===== src/design/iecq_pkg.sv =====
// Shared types, constants and the merge function of the input event coalescing queue.
`default_nettype none

package iecq_pkg;

   // Queue geometry
   localparam int QUEUE_DEPTH = 16;
   localparam int PTR_W       = $clog2(QUEUE_DEPTH);
   localparam int CNT_W       = $clog2(QUEUE_DEPTH + 1);
   localparam int SUM_W       = CNT_W + 1;
   localparam int LEVEL_W     = 5;
   localparam int TYPE_W      = 3;
   localparam int PAY_W       = 64;
   localparam int ENTRY_W     = TYPE_W + PAY_W;

   localparam logic [SUM_W-1:0] DEPTH_SUM  = SUM_W'(QUEUE_DEPTH);
   localparam logic [CNT_W-1:0] DEPTH_CNT  = CNT_W'(QUEUE_DEPTH);
   localparam logic [PTR_W-1:0] LAST_SLOT  = PTR_W'(QUEUE_DEPTH - 1);

   // Event types that can merge
   localparam logic [TYPE_W-1:0] EV_REL_MOVE = 3'd0;
   localparam logic [TYPE_W-1:0] EV_ABS_MOVE = 3'd1;
   localparam logic [TYPE_W-1:0] EV_VSCROLL  = 3'd4;
   localparam logic [TYPE_W-1:0] EV_HSCROLL  = 3'd5;

   // Request functions
   localparam logic FUNC_PUSH = 1'b0;
   localparam logic FUNC_POP  = 1'b1;

   // Result status codes
   localparam logic [1:0] STAT_PUSHED  = 2'd0;
   localparam logic [1:0] STAT_DROPPED = 2'd1;
   localparam logic [1:0] STAT_POPPED  = 2'd2;
   localparam logic [1:0] STAT_EMPTY   = 2'd3;

   // Pop sequencer states
   typedef enum logic [1:0] {
      SEQ_IDLE,
      SEQ_HEAD,
      SEQ_WALK
   } seq_state_type;

   typedef struct packed {
      logic             ok;
      logic [PAY_W-1:0] pay;
   } merge_res_type;

   // Fold src into dst for the given type; ok is low when no merge is possible.
   function automatic merge_res_type try_merge(input logic [TYPE_W-1:0] ev_type,
                                               input logic [PAY_W-1:0] dst,
                                               input logic [PAY_W-1:0] src);
      logic [16:0]   sum_a;
      logic [16:0]   sum_b;
      logic          ovf_a;
      logic          ovf_b;
      merge_res_type res;
      sum_a  = {dst[15], dst[15:0]} + {src[15], src[15:0]};
      sum_b  = {dst[31], dst[31:16]} + {src[31], src[31:16]};
      ovf_a  = sum_a[16] ^ sum_a[15];
      ovf_b  = sum_b[16] ^ sum_b[15];
      res.ok  = 1'b0;
      res.pay = dst;
      unique case (ev_type)
         EV_REL_MOVE: begin
            if (!ovf_a && !ovf_b) begin
               res.ok  = 1'b1;
               res.pay = {dst[63:32], sum_b[15:0], sum_a[15:0]};
            end
         end
         EV_ABS_MOVE: begin
            if (dst[47:32] == src[47:32] && dst[63:48] == src[63:48]) begin
               res.ok  = 1'b1;
               res.pay = src;
            end
         end
         EV_VSCROLL, EV_HSCROLL: begin
            if (!ovf_a) begin
               res.ok  = 1'b1;
               res.pay = {dst[63:16], sum_a[15:0]};
            end
         end
         default: res.ok = 1'b0;
      endcase
      return res;
   endfunction

   // Count to 5-bit result field, masked when the count is wider
   function automatic logic [LEVEL_W-1:0] to_level(input logic [CNT_W-1:0] cnt);
      return LEVEL_W'(32'(cnt));
   endfunction

endpackage

`default_nettype wire


===== src/design/iecq_ram.sv =====
// Generic single-port-write, single-port-read RAM with registered read data.
`default_nettype none

module iecq_ram #(
   parameter int WIDTH = 8,
   parameter int DEPTH = 16
) (
   input  wire logic                     clock,
   input  wire logic                     wr_en,
   input  wire logic [$clog2(DEPTH)-1:0] wr_addr,
   input  wire logic [WIDTH-1:0]         wr_data,
   input  wire logic [$clog2(DEPTH)-1:0] rd_addr,
   output logic      [WIDTH-1:0]         rd_data
);

   logic [WIDTH-1:0] mem [DEPTH];

   // Write port and registered read port
   always_ff @(posedge clock) begin
      if (wr_en) begin
         mem[wr_addr] <= wr_data;
      end
      rd_data <= mem[rd_addr];
   end

endmodule

`default_nettype wire


===== src/design/input_event_coalescing_queue.sv =====
// Top level of the input event coalescing queue: pointers, pop sequencer and result register.
`default_nettype none

// A push, a dropped push and a pop on an empty queue each have their result
// in the result register in the cycle after acceptance. A pop reads the head
// and then examines up to QUEUE_DEPTH-1 entries after the head for merging:
// the events live in one RAM with a single registered read port, so the
// sequencer reads and folds one entry per cycle. One item is worked on at a
// time. A new item is taken only when the output register is empty, or when
// its result is taken in that same cycle, so a stalled result holds off the
// input.
module input_event_coalescing_queue (
   input  wire logic                         clock,
   input  wire logic                         reset,
   input  wire logic                         req_valid,
   output logic                              req_ready,
   input  wire logic                         req_func,
   input  wire logic [iecq_pkg::TYPE_W-1:0]  req_event_type,
   input  wire logic [15:0]                  req_value_a,
   input  wire logic [15:0]                  req_value_b,
   input  wire logic [15:0]                  req_value_c,
   input  wire logic [15:0]                  req_value_d,
   output logic                              rsp_valid,
   input  wire logic                         rsp_ready,
   output logic [1:0]                        rsp_status,
   output logic [iecq_pkg::TYPE_W-1:0]       rsp_event_type_res,
   output logic [15:0]                       rsp_value_a_res,
   output logic [15:0]                       rsp_value_b_res,
   output logic [15:0]                       rsp_value_c_res,
   output logic [15:0]                       rsp_value_d_res,
   output logic [iecq_pkg::LEVEL_W-1:0]      rsp_merged_count,
   output logic [iecq_pkg::LEVEL_W-1:0]      rsp_queue_level
);
   import iecq_pkg::*;

   seq_state_type      state_ff, state_in;
   logic [PTR_W-1:0]   head_ff, head_in;
   logic [CNT_W-1:0]   count_ff, count_in;
   logic [CNT_W-1:0]   merged_ff, merged_in;
   logic [TYPE_W-1:0]  acc_type_ff, acc_type_in;
   logic [PAY_W-1:0]   acc_pay_ff, acc_pay_in;

   logic               rsp_valid_ff, rsp_valid_in;
   logic [1:0]         rsp_status_ff, rsp_status_in;
   logic [TYPE_W-1:0]  rsp_type_ff, rsp_type_in;
   logic [PAY_W-1:0]   rsp_pay_ff, rsp_pay_in;
   logic [CNT_W-1:0]   rsp_merged_ff, rsp_merged_in;
   logic [CNT_W-1:0]   rsp_level_ff, rsp_level_in;

   logic               accept;
   logic [PTR_W-1:0]   head_next;
   logic [SUM_W-1:0]   tail_sum;
   logic [PTR_W-1:0]   tail;
   logic               wr_en;
   logic [ENTRY_W-1:0] wr_data;
   logic [ENTRY_W-1:0] rd_data;
   logic [TYPE_W-1:0]  rd_type;
   logic [PAY_W-1:0]   rd_pay;
   merge_res_type      merge_res;

   logic               load;
   logic [1:0]         ld_status;
   logic [TYPE_W-1:0]  ld_type;
   logic [PAY_W-1:0]   ld_pay;
   logic [CNT_W-1:0]   ld_merged;
   logic [CNT_W-1:0]   ld_level;

   // Event store: type above the four words
   iecq_ram #(
      .WIDTH (ENTRY_W),
      .DEPTH (QUEUE_DEPTH)
   ) u_store (
      .clock   (clock),
      .wr_en   (wr_en),
      .wr_addr (tail),
      .wr_data (wr_data),
      .rd_addr (head_in),
      .rd_data (rd_data)
   );

   assign wr_data = {req_event_type, req_value_d, req_value_c, req_value_b, req_value_a};
   assign rd_type = rd_data[ENTRY_W-1:PAY_W];
   assign rd_pay  = rd_data[PAY_W-1:0];

   // Pointer arithmetic with wrap at the queue depth
   assign head_next = (head_ff == LAST_SLOT) ? '0 : head_ff + 1'b1;
   assign tail_sum  = SUM_W'(head_ff) + SUM_W'(count_ff);
   assign tail      = (tail_sum >= DEPTH_SUM) ? PTR_W'(tail_sum - DEPTH_SUM)
                                              : PTR_W'(tail_sum);

   assign merge_res = try_merge(acc_type_ff, acc_pay_ff, rd_pay);

   // Take an item only when idle and the result slot is free or draining
   assign req_ready = (state_ff == SEQ_IDLE) && (!rsp_valid_ff || rsp_ready);
   assign accept    = req_valid && req_ready;

   // Sequencer: next state, pointer updates and result load
   always_comb begin
      state_in    = state_ff;
      head_in     = head_ff;
      count_in    = count_ff;
      merged_in   = merged_ff;
      acc_type_in = acc_type_ff;
      acc_pay_in  = acc_pay_ff;
      wr_en       = 1'b0;
      load        = 1'b0;
      ld_status   = STAT_EMPTY;
      ld_type     = '0;
      ld_pay      = '0;
      ld_merged   = '0;
      ld_level    = '0;
      unique case (state_ff)
         SEQ_IDLE: begin
            if (accept) begin
               if (req_func == FUNC_PUSH) begin
                  load = 1'b1;
                  if (count_ff == DEPTH_CNT) begin
                     ld_status = STAT_DROPPED;
                     ld_level  = count_ff;
                  end else begin
                     wr_en     = 1'b1;
                     count_in  = count_ff + 1'b1;
                     ld_status = STAT_PUSHED;
                     ld_level  = count_ff + 1'b1;
                  end
               end else if (count_ff == '0) begin
                  load      = 1'b1;
                  ld_status = STAT_EMPTY;
               end else begin
                  // head read issued at head_ff this cycle
                  state_in = SEQ_HEAD;
               end
            end
         end
         SEQ_HEAD: begin
            acc_type_in = rd_type;
            acc_pay_in  = rd_pay;
            head_in     = head_next;
            count_in    = count_ff - 1'b1;
            merged_in   = CNT_W'(1);
            if (count_ff == CNT_W'(1)) begin
               load      = 1'b1;
               ld_status = STAT_POPPED;
               ld_type   = rd_type;
               ld_pay    = rd_pay;
               ld_merged = CNT_W'(1);
               ld_level  = '0;
               state_in  = SEQ_IDLE;
            end else begin
               state_in = SEQ_WALK;
            end
         end
         SEQ_WALK: begin
            if (rd_type == acc_type_ff && merge_res.ok) begin
               acc_pay_in = merge_res.pay;
               head_in    = head_next;
               count_in   = count_ff - 1'b1;
               merged_in  = merged_ff + 1'b1;
               if (count_ff == CNT_W'(1)) begin
                  load      = 1'b1;
                  ld_status = STAT_POPPED;
                  ld_type   = acc_type_ff;
                  ld_pay    = merge_res.pay;
                  ld_merged = merged_ff + 1'b1;
                  ld_level  = '0;
                  state_in  = SEQ_IDLE;
               end
            end else begin
               load      = 1'b1;
               ld_status = STAT_POPPED;
               ld_type   = acc_type_ff;
               ld_pay    = acc_pay_ff;
               ld_merged = merged_ff;
               ld_level  = count_ff;
               state_in  = SEQ_IDLE;
            end
         end
         default: state_in = SEQ_IDLE;
      endcase
   end

   // Result register next values
   always_comb begin
      rsp_valid_in  = rsp_valid_ff && !rsp_ready;
      rsp_status_in = rsp_status_ff;
      rsp_type_in   = rsp_type_ff;
      rsp_pay_in    = rsp_pay_ff;
      rsp_merged_in = rsp_merged_ff;
      rsp_level_in  = rsp_level_ff;
      if (load) begin
         rsp_valid_in  = 1'b1;
         rsp_status_in = ld_status;
         rsp_type_in   = ld_type;
         rsp_pay_in    = ld_pay;
         rsp_merged_in = ld_merged;
         rsp_level_in  = ld_level;
      end
   end

   // Control state
   always_ff @(posedge clock) begin
      if (reset) begin
         state_ff     <= SEQ_IDLE;
         head_ff      <= '0;
         count_ff     <= '0;
         rsp_valid_ff <= 1'b0;
      end else begin
         state_ff     <= state_in;
         head_ff      <= head_in;
         count_ff     <= count_in;
         rsp_valid_ff <= rsp_valid_in;
      end
   end

   // Payload and working registers
   always_ff @(posedge clock) begin
      merged_ff     <= merged_in;
      acc_type_ff   <= acc_type_in;
      acc_pay_ff    <= acc_pay_in;
      rsp_status_ff <= rsp_status_in;
      rsp_type_ff   <= rsp_type_in;
      rsp_pay_ff    <= rsp_pay_in;
      rsp_merged_ff <= rsp_merged_in;
      rsp_level_ff  <= rsp_level_in;
   end

   assign rsp_valid          = rsp_valid_ff;
   assign rsp_status         = rsp_status_ff;
   assign rsp_event_type_res = rsp_type_ff;
   assign rsp_value_a_res    = rsp_pay_ff[15:0];
   assign rsp_value_b_res    = rsp_pay_ff[31:16];
   assign rsp_value_c_res    = rsp_pay_ff[47:32];
   assign rsp_value_d_res    = rsp_pay_ff[63:48];
   assign rsp_merged_count   = to_level(rsp_merged_ff);
   assign rsp_queue_level    = to_level(rsp_level_ff);

endmodule

`default_nettype wire

===== config.mk =====
export PLATFORM = sky130hd
export DESIGN_NAME = input_event_coalescing_queue
export DESIGN_NICKNAME = d
export VERILOG_FILES = /design/src/design/iecq_pkg.sv /design/src/design/iecq_ram.sv /design/src/design/input_event_coalescing_queue.sv
export SDC_FILE = /design/constraint.sdc
export NUM_CORES = 2
export LEC_CHECK = 0
export ABC_CLOCK_PERIOD_IN_PS = 10600
export BUFFER_PORTS_ARGS = -buffer_cell sky130_fd_sc_hd__buf_2
export CAP_MARGIN = 20
export CORE_MARGIN = 2
export CORE_UTILIZATION = 35
export CTS_CLUSTER_SIZE = 25
export DETAILED_ROUTE_END_ITERATION = 8
export PLACE_DENSITY = 0.58
export SYNTH_ARGS = -nofsm -noshare
export SYNTH_HDL_FRONTEND = slang
export SYNTH_SLANG_ARGS = --single-unit

===== constraint.sdc =====
create_clock -name clock -period 10.6 [get_ports clock]
set_input_delay 0 -clock clock [delete_from_list [all_inputs] [get_ports clock]]
set_output_delay 0 -clock clock [all_outputs]
set_load 0.1 [all_outputs]

==> results.md <==
* Run status: complete, no violations
* Total Power at 12.1 mW
* Sequential area share after synthesis at 69.0%
* Relative slew margins at 18.9%
* CORE AREA at 158000 sq um
* CTS tree: built
* Unique cell type count in the Yosys netlist at 79
* #FFs+latches synth at 1302
* Pre-CTS setup slack at 3520 ps
* Startpoint types: flop
* Unrepaired setup endpoints after global routing: no
* Critical Path Fanout Max at 118
* Die H at 402 microns
* # Post-CTS Setup Buffers at 0
* Max Slew Vio Count at 0
* DRC violations left at 0
* Share of layout cells above drive strength 1 at 13.8%
* Ys flop type: edfxtp_1
* I/O Pins at 153
* CTS max path bufs at 3
* Post-route ant nets at 0
* Mux cell area share after synthesis at 3.52%
* Clock sinks at 1302
* FF/Latch Area at 38300 sq um
* Vias in the first global route at 34400
* P_leak at 20.8 nW
* Initial antenna violation count at 21
* Mapped cell area at 55500 sq um
* Number of flops mapped to enable cells by yosys at 1223
* Die X at 402 microns
* Finished Layout Cells at 6304
* Via density at 5.78
* First-pass GRT wire length at 236000 microns
* Post-Synthesis Net Count at 4119
* Final Cycle Share at 67.7%
* Crit path time final at 7180 ps
* Num CTS Buffers at 131
* Area growth from synthesis to layout at 14.1%
* Buffers added on ports at 152
* DRT iter0 DRCs at 3642
* Main combinational cell family by area after synthesis: compound AO/OA/AOI/OAI gates
* Cts repair resizes at 0
* Drt first pass iters at 6
* FP Rows at 146
* MaxCap Viol Count at 0
* WS Path Type: flop to flop
* Worst path required time at 11190 ps
* Sum Neg Setup Slack at 0 ps
* Asr flop ratio synth at 0%
* Finish-stage setup viols at 0
* Worst Path Arrival at 7770 ps
* Fill cells at 14500
* Mean Syn Cell Area at 13.9 sq um
* Synthesized instance count at 4000
* Worst IR drop on VDD at 130 uV
* Average wire per standard cell at 25.7 microns
* Clock latency on the worst-skew pair at 770 ps
* Clock transition at path regs at 60 ps
* Final Skew at 28.0 ps
* Synth Area in Adders at 1.12%
* Placed insts at 5984
* Hold Vio Cnt, Final at 0
* PwrDens at 191 nW/um^2
* Root Buffer: clkbuf_16
* Slew @ Worst Pin at 1220 ps
* Largest net degree at the start of global routing at 162
* GR Util All Layers at 19.5%
* Synthesis Warnings at 0
* Post-Synth XOR/XNOR Area at 1.14%
* Die area at 162000 sq um
* # nets final at 4240
* Compound-gate portion of the synthesized area at 15.0%
* Simple-gate portion of the synthesized area at 6.65%
* Worst Hold Class: input pin to flop
* Routed Wire Length at 162000 microns
* Worst setup EP type: flop
* H-tree levels at 4
* Routability Congestion at 0.821
* Hold Buf Count CTS at 73
* Multi-input logic area at 15500 sq um
* Fin util at 40.1%
* Setup slack after layout at 3420 ps
* Via Count at 36400
* DP Wirelength at 88300 microns
* Max Fclk at 0.139 GHz
* Initial Util at 35.1%
* Global route overflow at 0
[where the power goes]
group / switching, mW / internal, mW / total (mW)
Sequential: 0.134 / 5.89 / 6.03
Clock: 1.97 / 2.52 / 4.49
Combinational: 1.18 / 0.405 / 1.58
Total: 3.28 / 8.82 / 12.1
[path summary, 6_finish.rpt]
path | startpoint | end | slack, ps | depth (start not counted)
min reg2reg | state_ff[0]$_SDFFE_PP0P_ | state_ff[0]$_SDFFE_PP0P_ | 570 | 2
max | acc_pay_ff[48]$_DFFE_PP_ | u_store.rd_data[15]$_DFF_P_ | 3420 | 15
max reg2reg | acc_pay_ff[48]$_DFFE_PP_ | u_store.rd_data[15]$_DFF_P_ | 3420 | 15
min | req_value_c[11] | u_store.mem[8][43]$_DFFE_PP_ | 140 | 2
[Yosys cell counts (71+ instances only)]
library cell / count / area share [%]
edfxtp_1: 1223 / 66
nand2_1: 281 / 1.9
o21ai_0: 264 / 2.4
clkbuf_1: 244 / 1.6
a21oi_1: 221 / 2.0
nor2_1: 155 / 1.0
inv_1: 153 / 1.0
a211oi_1: 152 / 2.1
nand3_1: 151 / 1.4
and3_1: 143 / 1.6
a22oi_1: 126 / 1.7
dfxtp_1: 79 / 2.8
a21boi_0: 71 / 0.96
[kinds of logic (layout without fill, tap and decap cells)]
logic type,Yosys count,count (layout)
other,0,4
buffers and inverters,473,701
AOI/OAI and AO/OA,1211,1211
xor gates and xnor gates,69,69
muxes,107,107
adders and majority gates,48,48
DFF,1302,1302
and+or+nand+nor,790,790
[area by class of cell]
cell class	count	area share, %
antenna	4	0.0158
inverter	153	0.908
tap	2072	4.09
timing repair buffer	308	3.51
sequential	1302	60.5
clock inverter	57	0.671
multi-input combinational	2225	24.5
clock buffer	183	5.84
[worst max-delay path, stage by stage (launching register included)]
cell and delay, ps:
edfxtp_1 420, xor2_1 170, nor4_1 550, nand4_1 140, nor2_1 480, and3_1 760
buf_4 420, a22oi_2 80, buf_4 330, a21bo_4 460, nand2_8 650, buf_4 710
buf_4 730, mux4_2 410, a21oi_1 210, a22oi_1 110
[sequential cells by signal, indices dropped and copies added, names as in the netlist]
name,flops
u_store.mem,1072
u_store.rd_data,67
acc_pay_ff,64
rsp_pay_ff,64
count_ff,5
merged_ff,5
rsp_merged_count,5
rsp_queue_level,5
head_ff,4
acc_type_ff,3
rsp_event_type_res,3
rsp_status,2
state_ff,2
rsp_valid,1
[metrics by stage]
stage | area (sq um) | hold slack [ps]
after floorplan | 55500 | 71.6
after global placement | 58400 | 314
after detailed placement | 58400 | 323
after CTS | 63300 | 109
after global routing | 63300 | 150
final | 63400 | 144
[placed cells by master, fill, tap and decap left out, types with 69 or more instances in the layout]
cell type,n
edfxtp_1,1223
o21ai_0,262
a211oi_1,152
a311o_1,69
a21boi_0,71
inv_1,151
dfxtp_1,79
nand2_1,278
nand3_1,151
and3_1,143
a21oi_1,219
o2111ai_1,69
dlygate4sd3_1,73
buf_4,75
buf_2,152
nor2_1,136
a22oi_1,124
clkbuf_16,135
o211ai_1,70
[per-layer routing]
| layer | vias up | wire length [microns] | GRT usage [%] |
|---|---|---|---|
| met2 | 1563 | 75000 | 30.7 |
| met3 | 271 | 13400 | 3.32 |
| li1 | 15900 | - | - |
| met5 | - | 162 | 0 |
| met4 | 28 | 3860 | 6.00 |
| met1 | 18600 | 69500 | 27.5 |
No activity file was read; power rests on OpenSTA's default activity.
